===== src/rtl/sscg_pkg.sv =====
// shared widths, register indexes and reset values for the silhouette contrast gate
`timescale 1ns / 1ps
`default_nettype none
package sscg_pkg;

    localparam int MAX_DIM     = 1024;
    localparam int ALPHA_W     = 8;
    localparam int CHAN_W      = 8;
    localparam int LUMA_W      = 8;
    localparam int DIM_PORT_W  = 11;
    localparam int COUNT_W     = 21;
    localparam int CFG_INDEX_W = 3;
    localparam int CFG_DATA_W  = 21;
    localparam int LUMA_SUM_W  = 16;

    localparam logic [CFG_INDEX_W-1:0] REG_BOUND_ALPHA = 3'd0;
    localparam logic [CFG_INDEX_W-1:0] REG_AREA_ALPHA  = 3'd1;
    localparam logic [CFG_INDEX_W-1:0] REG_IMAGE_WIDTH = 3'd2;
    localparam logic [CFG_INDEX_W-1:0] REG_MIN_WIDTH   = 3'd3;
    localparam logic [CFG_INDEX_W-1:0] REG_MIN_HEIGHT  = 3'd4;
    localparam logic [CFG_INDEX_W-1:0] REG_MIN_PIXELS  = 3'd5;
    localparam logic [CFG_INDEX_W-1:0] REG_MIN_LUMA    = 3'd6;

    localparam logic [ALPHA_W-1:0]    RST_BOUND_ALPHA = 8'd16;
    localparam logic [ALPHA_W-1:0]    RST_AREA_ALPHA  = 8'd32;
    localparam logic [DIM_PORT_W-1:0] RST_IMAGE_WIDTH = 11'd420;
    localparam logic [DIM_PORT_W-1:0] RST_MIN_WIDTH   = 11'd24;
    localparam logic [DIM_PORT_W-1:0] RST_MIN_HEIGHT  = 11'd24;
    localparam logic [COUNT_W-1:0]    RST_MIN_PIXELS  = 21'd220;
    localparam logic [LUMA_W-1:0]     RST_MIN_LUMA    = 8'd18;

    localparam logic [LUMA_SUM_W-1:0] LUMA_K_RED   = 16'd54;
    localparam logic [LUMA_SUM_W-1:0] LUMA_K_GREEN = 16'd183;
    localparam logic [LUMA_SUM_W-1:0] LUMA_K_BLUE  = 16'd19;

endpackage
`default_nettype wire


===== src/rtl/sprite_silhouette_contrast_gate.sv =====
// top level of the sprite silhouette contrast gate: config registers, front, queue, back
`timescale 1ns / 1ps
`default_nettype none
// Takes one RGBA pixel per cycle in raster order and, on the pixel flagged frame_end,
// queues one result: alpha bounding box width and height, count of opaque pixels
// (saturating), luma spread of those pixels, four below-minimum flags and a pass bit.
// A pixel transaction is accepted whenever the four-entry queue between the front end
// (position and classification) and the back end (accumulation) has room, so the
// sustained rate is one pixel per clock unless the back end stalls; a result passes
// through that queue and the back end into a two-entry result queue, where it waits.
// The back end stalls only on a last pixel while the result queue is full. Write
// configuration only while the block is idle; the config channel is always ready.
// Images up to MAX_DIM rows and columns.
module sprite_silhouette_contrast_gate (
    input  wire logic                              i_clk,
    input  wire logic                              i_rst_n,
    input  wire logic                              i_push,
    output logic                                   o_full,
    input  wire logic [sscg_pkg::ALPHA_W-1:0]      i_alpha,
    input  wire logic [sscg_pkg::CHAN_W-1:0]       i_red,
    input  wire logic [sscg_pkg::CHAN_W-1:0]       i_green,
    input  wire logic [sscg_pkg::CHAN_W-1:0]       i_blue,
    input  wire logic                              i_frame_end,
    output logic                                   o_empty,
    input  wire logic                              i_pop,
    output logic [sscg_pkg::DIM_PORT_W-1:0]        o_visible_width,
    output logic [sscg_pkg::DIM_PORT_W-1:0]        o_visible_height,
    output logic [sscg_pkg::COUNT_W-1:0]           o_visible_pixels,
    output logic [sscg_pkg::LUMA_W-1:0]            o_luma_spread,
    output logic                                   o_too_narrow,
    output logic                                   o_too_short,
    output logic                                   o_too_small_area,
    output logic                                   o_low_contrast,
    output logic                                   o_pass,
    input  wire logic                              i_cfg_valid,
    output logic                                   o_cfg_ready,
    input  wire logic [sscg_pkg::CFG_INDEX_W-1:0]  i_cfg_index,
    input  wire logic [sscg_pkg::CFG_DATA_W-1:0]   i_cfg_data
);
    import sscg_pkg::*;

    localparam int CW        = $clog2(MAX_DIM);
    localparam int MID_DEPTH = 4;
    localparam int OUT_DEPTH = 2;
    localparam int MW        = 3 + LUMA_W + 2 * CW;

    logic [ALPHA_W-1:0]    r_bound_alpha, r_area_alpha;
    logic [DIM_PORT_W-1:0] r_image_width, r_width_floor, r_height_floor;
    logic [COUNT_W-1:0]    r_min_pixels;
    logic [LUMA_W-1:0]     r_luma_floor;

    logic              w_accept, w_cfg_write;
    logic              f_box_hit, f_area_hit, f_last;
    logic [LUMA_W-1:0] f_luma;
    logic [CW-1:0]     f_col, f_row;
    logic [MW-1:0]     w_mid_in, w_mid_out;
    logic              w_mid_empty, w_take;
    logic              b_box_hit, b_area_hit, b_last;
    logic [LUMA_W-1:0] b_luma;
    logic [CW-1:0]     b_col, b_row;

    assign o_cfg_ready = 1'b1;
    assign w_cfg_write = i_cfg_valid && o_cfg_ready;
    assign w_accept    = i_push && !o_full;

    always_ff @(posedge i_clk) begin
        if (!i_rst_n) begin
            r_bound_alpha  <= RST_BOUND_ALPHA;
            r_area_alpha   <= RST_AREA_ALPHA;
            r_image_width  <= RST_IMAGE_WIDTH;
            r_width_floor  <= RST_MIN_WIDTH;
            r_height_floor <= RST_MIN_HEIGHT;
            r_min_pixels   <= RST_MIN_PIXELS;
            r_luma_floor   <= RST_MIN_LUMA;
        end else if (w_cfg_write) begin
            unique case (i_cfg_index)
                REG_BOUND_ALPHA: r_bound_alpha  <= i_cfg_data[ALPHA_W-1:0];
                REG_AREA_ALPHA:  r_area_alpha   <= i_cfg_data[ALPHA_W-1:0];
                REG_IMAGE_WIDTH: r_image_width  <= i_cfg_data[DIM_PORT_W-1:0];
                REG_MIN_WIDTH:   r_width_floor  <= i_cfg_data[DIM_PORT_W-1:0];
                REG_MIN_HEIGHT:  r_height_floor <= i_cfg_data[DIM_PORT_W-1:0];
                REG_MIN_PIXELS:  r_min_pixels   <= i_cfg_data[COUNT_W-1:0];
                REG_MIN_LUMA:    r_luma_floor   <= i_cfg_data[LUMA_W-1:0];
                default: ;
            endcase
        end
    end

    sscg_front #(
        .MAX_DIM (MAX_DIM),
        .CW      (CW)
    ) u_front (
        .i_clk         (i_clk),
        .i_rst_n       (i_rst_n),
        .i_accept      (w_accept),
        .i_bound_alpha (r_bound_alpha),
        .i_area_alpha  (r_area_alpha),
        .i_image_width (r_image_width),
        .i_alpha       (i_alpha),
        .i_red         (i_red),
        .i_green       (i_green),
        .i_blue        (i_blue),
        .i_frame_end   (i_frame_end),
        .o_box_hit     (f_box_hit),
        .o_area_hit    (f_area_hit),
        .o_luma        (f_luma),
        .o_col         (f_col),
        .o_row         (f_row),
        .o_last        (f_last)
    );

    assign w_mid_in = {f_last, f_box_hit, f_area_hit, f_luma, f_col, f_row};

    sscg_queue #(
        .WIDTH (MW),
        .DEPTH (MID_DEPTH)
    ) u_mid_queue (
        .i_clk   (i_clk),
        .i_rst_n (i_rst_n),
        .i_push  (i_push),
        .i_data  (w_mid_in),
        .o_full  (o_full),
        .i_pop   (w_take),
        .o_data  (w_mid_out),
        .o_empty (w_mid_empty)
    );

    assign {b_last, b_box_hit, b_area_hit, b_luma, b_col, b_row} = w_mid_out;

    sscg_back #(
        .MAX_DIM   (MAX_DIM),
        .CW        (CW),
        .OUT_DEPTH (OUT_DEPTH)
    ) u_back (
        .i_clk            (i_clk),
        .i_rst_n          (i_rst_n),
        .i_valid          (!w_mid_empty),
        .o_take           (w_take),
        .i_box_hit        (b_box_hit),
        .i_area_hit       (b_area_hit),
        .i_luma           (b_luma),
        .i_col            (b_col),
        .i_row            (b_row),
        .i_last           (b_last),
        .i_pop            (i_pop),
        .o_empty          (o_empty),
        .o_visible_width  (o_visible_width),
        .o_visible_height (o_visible_height),
        .o_visible_pixels (o_visible_pixels),
        .o_luma_spread    (o_luma_spread)
    );

    // user keeps thresholds stable while a result waits, not enforced by the block; flags use the queue head
    assign o_too_narrow     = (o_visible_width < r_width_floor);
    assign o_too_short      = (o_visible_height < r_height_floor);
    assign o_too_small_area = (o_visible_pixels < r_min_pixels);
    assign o_low_contrast   = (o_luma_spread < r_luma_floor);
    assign o_pass = !(o_too_narrow || o_too_short || o_too_small_area || o_low_contrast);
endmodule
`default_nettype wire


===== src/rtl/sscg_queue.sv =====
// small first-in first-out queue with count based full and empty
`timescale 1ns / 1ps
`default_nettype none
module sscg_queue #(
    parameter int WIDTH = 8,
    parameter int DEPTH = 4
) (
    input  wire logic             i_clk,
    input  wire logic             i_rst_n,
    input  wire logic             i_push,
    input  wire logic [WIDTH-1:0] i_data,
    output logic                  o_full,
    input  wire logic             i_pop,
    output logic [WIDTH-1:0]      o_data,
    output logic                  o_empty
);
    localparam int AW = (DEPTH > 1) ? $clog2(DEPTH) : 1;
    localparam int NW = $clog2(DEPTH + 1);

    logic [WIDTH-1:0] r_mem [DEPTH];
    logic [AW-1:0]    r_wr_ptr, r_rd_ptr;
    logic [NW-1:0]    r_count;
    logic             w_push, w_pop;

    assign o_full  = (r_count == NW'(DEPTH));
    assign o_empty = (r_count == '0);
    assign w_push  = i_push && !o_full;
    assign w_pop   = i_pop && !o_empty;
    assign o_data  = r_mem[r_rd_ptr];

    always_ff @(posedge i_clk) begin
        if (w_push) begin
            r_mem[r_wr_ptr] <= i_data;
        end
    end

    always_ff @(posedge i_clk) begin
        if (!i_rst_n) begin
            r_wr_ptr <= '0;
            r_rd_ptr <= '0;
            r_count  <= '0;
        end else begin
            if (w_push) begin
                r_wr_ptr <= (r_wr_ptr == AW'(DEPTH - 1)) ? '0 : r_wr_ptr + 1'b1;
            end
            if (w_pop) begin
                r_rd_ptr <= (r_rd_ptr == AW'(DEPTH - 1)) ? '0 : r_rd_ptr + 1'b1;
            end
            if (w_push && !w_pop) begin
                r_count <= r_count + 1'b1;
            end else if (w_pop && !w_push) begin
                r_count <= r_count - 1'b1;
            end
        end
    end
endmodule
`default_nettype wire


===== src/rtl/sscg_front.sv =====
// front end: raster position tracking, alpha classification and luma
`timescale 1ns / 1ps
`default_nettype none
module sscg_front #(
    parameter int MAX_DIM = 1024,
    parameter int CW      = 10
) (
    input  wire logic                             i_clk,
    input  wire logic                             i_rst_n,
    input  wire logic                             i_accept,
    input  wire logic [sscg_pkg::ALPHA_W-1:0]     i_bound_alpha,
    input  wire logic [sscg_pkg::ALPHA_W-1:0]     i_area_alpha,
    input  wire logic [sscg_pkg::DIM_PORT_W-1:0]  i_image_width,
    input  wire logic [sscg_pkg::ALPHA_W-1:0]     i_alpha,
    input  wire logic [sscg_pkg::CHAN_W-1:0]      i_red,
    input  wire logic [sscg_pkg::CHAN_W-1:0]      i_green,
    input  wire logic [sscg_pkg::CHAN_W-1:0]      i_blue,
    input  wire logic                             i_frame_end,
    output logic                                  o_box_hit,
    output logic                                  o_area_hit,
    output logic [sscg_pkg::LUMA_W-1:0]           o_luma,
    output logic [CW-1:0]                         o_col,
    output logic [CW-1:0]                         o_row,
    output logic                                  o_last
);
    import sscg_pkg::*;

    localparam int XW = (CW + 1 > DIM_PORT_W) ? CW + 1 : DIM_PORT_W;

    logic [CW-1:0]         r_col, r_row, n_col, n_row;
    logic [XW-1:0]         w_col_inc;
    logic                  w_wrap;
    logic [LUMA_SUM_W-1:0] w_luma_sum;

    assign w_luma_sum = LUMA_K_RED   * LUMA_SUM_W'(i_red)
                      + LUMA_K_GREEN * LUMA_SUM_W'(i_green)
                      + LUMA_K_BLUE  * LUMA_SUM_W'(i_blue);

    assign o_box_hit  = (i_alpha > i_bound_alpha);
    assign o_area_hit = (i_alpha > i_area_alpha);
    assign o_luma     = w_luma_sum[LUMA_SUM_W-1 -: LUMA_W];
    assign o_col      = r_col;
    assign o_row      = r_row;
    assign o_last     = i_frame_end;

    // zero width acts as one, width above the limit acts as the limit
    assign w_col_inc = XW'(r_col) + XW'(1);
    assign w_wrap    = (w_col_inc >= XW'(i_image_width)) || (r_col == CW'(MAX_DIM - 1));

    always_comb begin
        n_col = r_col;
        n_row = r_row;
        if (i_frame_end) begin
            n_col = '0;
            n_row = '0;
        end else if (w_wrap) begin
            n_col = '0;
            if (r_row != CW'(MAX_DIM - 1)) begin
                n_row = r_row + 1'b1;
            end
        end else begin
            n_col = r_col + 1'b1;
        end
    end

    always_ff @(posedge i_clk) begin
        if (!i_rst_n) begin
            r_col <= '0;
            r_row <= '0;
        end else if (i_accept) begin
            r_col <= n_col;
            r_row <= n_row;
        end
    end
endmodule
`default_nettype wire


===== src/rtl/sscg_back.sv =====
// back end: bounding box, count and luma range accumulation, result queue
`timescale 1ns / 1ps
`default_nettype none
module sscg_back #(
    parameter int MAX_DIM   = 1024,
    parameter int CW        = 10,
    parameter int OUT_DEPTH = 2
) (
    input  wire logic                             i_clk,
    input  wire logic                             i_rst_n,
    input  wire logic                             i_valid,
    output logic                                  o_take,
    input  wire logic                             i_box_hit,
    input  wire logic                             i_area_hit,
    input  wire logic [sscg_pkg::LUMA_W-1:0]      i_luma,
    input  wire logic [CW-1:0]                    i_col,
    input  wire logic [CW-1:0]                    i_row,
    input  wire logic                             i_last,
    input  wire logic                             i_pop,
    output logic                                  o_empty,
    output logic [sscg_pkg::DIM_PORT_W-1:0]       o_visible_width,
    output logic [sscg_pkg::DIM_PORT_W-1:0]       o_visible_height,
    output logic [sscg_pkg::COUNT_W-1:0]          o_visible_pixels,
    output logic [sscg_pkg::LUMA_W-1:0]           o_luma_spread
);
    import sscg_pkg::*;

    localparam int RW = 2 * DIM_PORT_W + COUNT_W + LUMA_W;

    logic [CW-1:0]      r_left, r_top, r_right, r_bottom;
    logic [CW-1:0]      n_left, n_top, n_right, n_bottom;
    logic [CW-1:0]      u_left, u_top, u_right, u_bottom;
    logic               r_seen, n_seen, u_seen;
    logic [COUNT_W-1:0] r_count, n_count, u_count;
    logic [LUMA_W-1:0]  r_luma_lo, r_luma_hi, n_luma_lo, n_luma_hi, u_luma_lo, u_luma_hi;
    logic [CW:0]        w_span_x, w_span_y;
    logic [DIM_PORT_W-1:0] w_vw, w_vh;
    logic [LUMA_W-1:0]  w_spread;
    logic               w_oq_full, w_take;
    logic [RW-1:0]      w_oq_in, w_oq_out;

    assign w_take = i_valid && (!i_last || !w_oq_full);
    assign o_take = w_take;

    always_comb begin
        u_left    = r_left;
        u_top     = r_top;
        u_right   = r_right;
        u_bottom  = r_bottom;
        u_seen    = r_seen;
        u_count   = r_count;
        u_luma_lo = r_luma_lo;
        u_luma_hi = r_luma_hi;
        if (i_box_hit) begin
            if (!r_seen || i_col < r_left)   u_left   = i_col;
            if (!r_seen || i_row < r_top)    u_top    = i_row;
            if (!r_seen || i_col > r_right)  u_right  = i_col;
            if (!r_seen || i_row > r_bottom) u_bottom = i_row;
            u_seen = 1'b1;
        end
        if (i_area_hit) begin
            if (r_count != '1) u_count = r_count + 1'b1;
            if (i_luma < r_luma_lo) u_luma_lo = i_luma;
            if (i_luma > r_luma_hi) u_luma_hi = i_luma;
        end
    end

    assign w_span_x = {1'b0, u_right} - {1'b0, u_left} + (CW + 1)'(1);
    assign w_span_y = {1'b0, u_bottom} - {1'b0, u_top} + (CW + 1)'(1);
    assign w_vw     = u_seen ? DIM_PORT_W'(w_span_x) : '0;
    assign w_vh     = u_seen ? DIM_PORT_W'(w_span_y) : '0;
    assign w_spread = (u_count != '0) ? u_luma_hi - u_luma_lo : '0;
    assign w_oq_in  = {w_vw, w_vh, u_count, w_spread};

    always_comb begin
        if (i_last) begin
            n_left    = CW'(MAX_DIM - 1);
            n_top     = CW'(MAX_DIM - 1);
            n_right   = '0;
            n_bottom  = '0;
            n_seen    = 1'b0;
            n_count   = '0;
            n_luma_lo = '1;
            n_luma_hi = '0;
        end else begin
            n_left    = u_left;
            n_top     = u_top;
            n_right   = u_right;
            n_bottom  = u_bottom;
            n_seen    = u_seen;
            n_count   = u_count;
            n_luma_lo = u_luma_lo;
            n_luma_hi = u_luma_hi;
        end
    end

    always_ff @(posedge i_clk) begin
        if (!i_rst_n) begin
            r_left    <= CW'(MAX_DIM - 1);
            r_top     <= CW'(MAX_DIM - 1);
            r_right   <= '0;
            r_bottom  <= '0;
            r_seen    <= 1'b0;
            r_count   <= '0;
            r_luma_lo <= '1;
            r_luma_hi <= '0;
        end else if (w_take) begin
            r_left    <= n_left;
            r_top     <= n_top;
            r_right   <= n_right;
            r_bottom  <= n_bottom;
            r_seen    <= n_seen;
            r_count   <= n_count;
            r_luma_lo <= n_luma_lo;
            r_luma_hi <= n_luma_hi;
        end
    end

    sscg_queue #(
        .WIDTH (RW),
        .DEPTH (OUT_DEPTH)
    ) u_result_queue (
        .i_clk   (i_clk),
        .i_rst_n (i_rst_n),
        .i_push  (w_take && i_last),
        .i_data  (w_oq_in),
        .o_full  (w_oq_full),
        .i_pop   (i_pop),
        .o_data  (w_oq_out),
        .o_empty (o_empty)
    );

    assign {o_visible_width, o_visible_height, o_visible_pixels, o_luma_spread} = w_oq_out;
endmodule
`default_nettype wire

===== config.mk =====
export PLATFORM = sky130hd
export DESIGN_NAME = sprite_silhouette_contrast_gate
export DESIGN_NICKNAME = d
export VERILOG_FILES = /design/src/rtl/sscg_pkg.sv /design/src/rtl/sprite_silhouette_contrast_gate.sv /design/src/rtl/sscg_queue.sv /design/src/rtl/sscg_front.sv /design/src/rtl/sscg_back.sv
export SDC_FILE = /design/constraint.sdc
export NUM_CORES = 1
export LEC_CHECK = 0
export BUFFER_PORTS_ARGS = -buffer_cell sky130_fd_sc_hd__buf_2
export CAP_MARGIN = 20
export CORE_UTILIZATION = 65
export DETAILED_ROUTE_END_ITERATION = 8
export PLACE_DENSITY_LB_ADDON = 0.05
export SKIP_CTS_REPAIR_TIMING = 1
export SYNTH_ARGS = -nofsm -noshare
export SYNTH_HDL_FRONTEND = slang
export SYNTH_SLANG_ARGS = --single-unit

===== constraint.sdc =====
create_clock -name i_clk -period 13.3 [get_ports i_clk]
set_input_delay 2.66 -clock i_clk [delete_from_list [all_inputs] [get_ports i_clk]]
set_output_delay 2.66 -clock i_clk [all_outputs]
set_load 0.1 [all_outputs]

==> qor.yml <==
sta:
  fmax_mhz: 140
  layout_min_cycle_time_ns: 7.16
  setup_viol: 0
  maxSlewHeadroom_pct: 24.7
  setup-tns-final_ns: 0
  finalMaxSlewViolations: 0
  worst_pin_slew_ns: 1.13
  post-route-period-util_pct: 53.8
  fin_skew_ns: 0.0205
  postLayoutSetupSlackWorst_ns: 6.14
  hold_violations: 0
  rsz0062_at_grt: "no"
layout:
  post-route-util_pct: 72.5
  antennaDiodeCount: 0
  drive_above_1_share_pct: 13.6
  fin_area_sq_mm: 0.0273
  final_nets: 2802
  synthToLayoutAreaGrowth_pct: 10.0
grt:
  antenna_found_initial: 0
  grt_max_degree: 94
  grt_pass1_vias: 16800
  grt-busiest-layer: "met2"
  grt_pass1_wl_um: 86000
  globalRoute.totalOverflow: 0
  met3_usage_pct: 3.67
  use_met2_pct: 46.4
  grt.total_usage_pct: 28.1
  met1_usage_pct: 39.0
floorplanning:
  dieWidth_um: 197
  start_util_pct: 65.9
  die_h_um: 197
  rows: 71
  die_area_sq_mm: 0.0390
  core_sq_mm: 0.0377
  num_io_pins: 121
synthesis:
  syn-num-nets: 2694
  avgSynthCellArea_sq_um: 10.8
  synth_top_area_share_pct: 27.3
  async_flop_share_pct: 0
  syn_inst: 2301
  synth_ff_type: "edfxtp_1"
  yosysSeqAreaShare_pct: 42.6
  netlist-cell-type-count: 80
  ys_ff_latch: 416
  yosysWarningCount: 0
  synth_top_cells_by_area: "edfxtp_1, dfxtp_1, ha_1, fa_1, inv_1"
  netlist_area_sq_mm: 0.0248
  synth-edff-count: 226
  synth_top_cell_by_area: "edfxtp_1"
place:
  io_buffers: 119
  post-place-ws_ns: 5.58
  place_area_sq_mm: 0.0259
  dp_hpwl_um: 39500
  gp_congestion: 0.901
clock_tree:
  path_clk_slew_ns: 0.06
  clock_latency_ns: 0.57
  cts_made_buffers: 44
  clockRootBuffer: "clkbuf_16"
  cts_sinks: 416
  clk_path_buf_depth: 3
  cts_tree: "built"
  htree_levels: 2
setup_path:
  cp_num_buf_inv: 5
  critPathTopFamily: "adder cells"
  crit_fanout: 6
  max_stage_delay_ns: 0.54
  start_kind: "primary input"
  cp_cell_sequence: "buf_2, fa_1, inv_1, fa_1, inv_1, ha_1, fa_1, fa_1, inv_1, fa_1, inv_1, ha_1, o41ai_1, o21ai_0, nand3_1, nand3b_1, a21oi_1, xnor2_1"
  worst_ep_arrival_time_ns: 7.50
  critPathKind: "in2reg"
  crit_path_top_delay_cell: "fa_1"
  cpMostUsedCell: "fa_1"
  startpoint: "i_green[0]"
  endpoint_kind: "register"
  worstPathRequired_ns: 13.65
drt:
  wire_per_inst_um: 18.4
  drc: 0
  viasPerCell: 5.82
  vias: 17200
  drtPass1Iterations: 5
  ant_nets: 0
  wirelength_um: 54300
  drtIter0Drc: 962
run:
  drv_cap: 0
worst_hold_path:
  min_path_type: "reg2reg"
  worstHoldStart: "r_area_alpha[6]"
status:
  status: "complete, no violations"
## worst register-to-register path, cell delays in order (launching register included)
cell and delay (ns):
dfxtp_2 0.46, buf_4 0.50, mux4_2 0.70, ha_1 0.34, and4_1 0.22, and3_1 0.20
a221o_1 0.29, a21oi_1 0.11, a21oi_1 0.09, o21ai_1 0.67, mux2_2 0.43, ha_1 0.32
ha_1 0.32, a21o_1 0.18, a21oi_1 0.23, o21ai_0 0.14, a2111o_1 0.47, a41oi_1 0.25
xnor2_1 0.17, nor2_1 0.10
## layout by cell type (no fill, tap or decap), types with 28 or more instances in the layout
cell type / instances
mux2i_1: 39
nor2_1: 62
mux2_2: 79
edfxtp_1: 226
xnor2_1: 37
fa_1: 65
a21boi_0: 77
o211ai_1: 54
inv_1: 307
a21o_1: 33
nand3_1: 28
nor3_1: 31
nand2_1: 239
xor2_1: 33
a21oi_1: 71
mux4_2: 30
buf_2: 118
nor2b_1: 50
dfxtp_1: 188
ha_1: 266
clkbuf_16: 45
o21ai_0: 60
## cells by family after synthesis
| group | Yosys count | synth area share (%) |
|---|---|---|
| muxes | 149 | 7.98 |
| other | 1 | 0.0151 |
| AOI/OAI and AO/OA | 418 | 11.8 |
| buffers and inverters | 384 | 5.98 |
| DFF | 416 | 42.6 |
| xor gates and xnor gates | 70 | 2.47 |
| and+or+nand+nor | 532 | 10.4 |
| adders and majority gates | 331 | 18.6 |
## final cells by class
cell class	count	area (sq um)
clock inverters	23	216
clock buffers	59	1200
repair buffers	138	741
fillers	2733	10300
flip-flops and latches	416	10600
multi-input cells	1501	12800
inverters	308	1160
well taps	511	639
## stage by stage
step | std cells | hold WS, ns
after global placement | 2874 | 0.453
after floorplan | 2301 | 0.439
final | 2956 | 0.467
after CTS | 2956 | 0.468
after global routing | 2956 | 0.484
after detailed placement | 2874 | 0.459
## synthesized netlist by cell type, types with 54 or more instances
library cell    n
a21oi_1        71
a21boi_0       77
nand2_1       239
o21ai_0        60
inv_1         307
ha_1          266
nor2_1         65
dfxtp_1       190
edfxtp_1      226
mux2_2         79
o211ai_1       54
fa_1           65
## flip-flops by register name, summed over array words and instances (netlist names), 10 cells and up, named ones only
register,cells
u_mid_queue.r_mem,124
u_back.r_top,10
r_image_width,11
u_back.r_left,10
u_back.r_right,10
u_front.o_col,10
u_back.r_count,21
r_height_floor,11
u_front.o_row,10
r_min_pixels,21
u_back.r_bottom,10
u_back.u_result_queue.r_mem,102
r_width_floor,11
## layer usage
layer / vias to the layer above / wire length, um
met4: 0 / 1080
met5: - / 0
met2: 403 / 25600
met3: 76 / 2830
met1: 8402 / 24800
li1: 8328 / -
## final timing paths
| kind | to | slack, ns | cells after the start |
|---|---|---|---|
| worst max-delay path | u_mid_queue.r_mem[0][25] | 6.14 | 18 |
| worst min-delay path | r_area_alpha[6] | 0.47 | 2 |
| worst min register to register | r_area_alpha[6] | 0.47 | 2 |
| worst max register to register | u_back.u_result_queue.r_mem[0][39] | 6.85 | 19 |
Power is left out: the tool's default activity adds up to more than one toggle a clock period on the data nets, which glitch-free logic cannot reach.
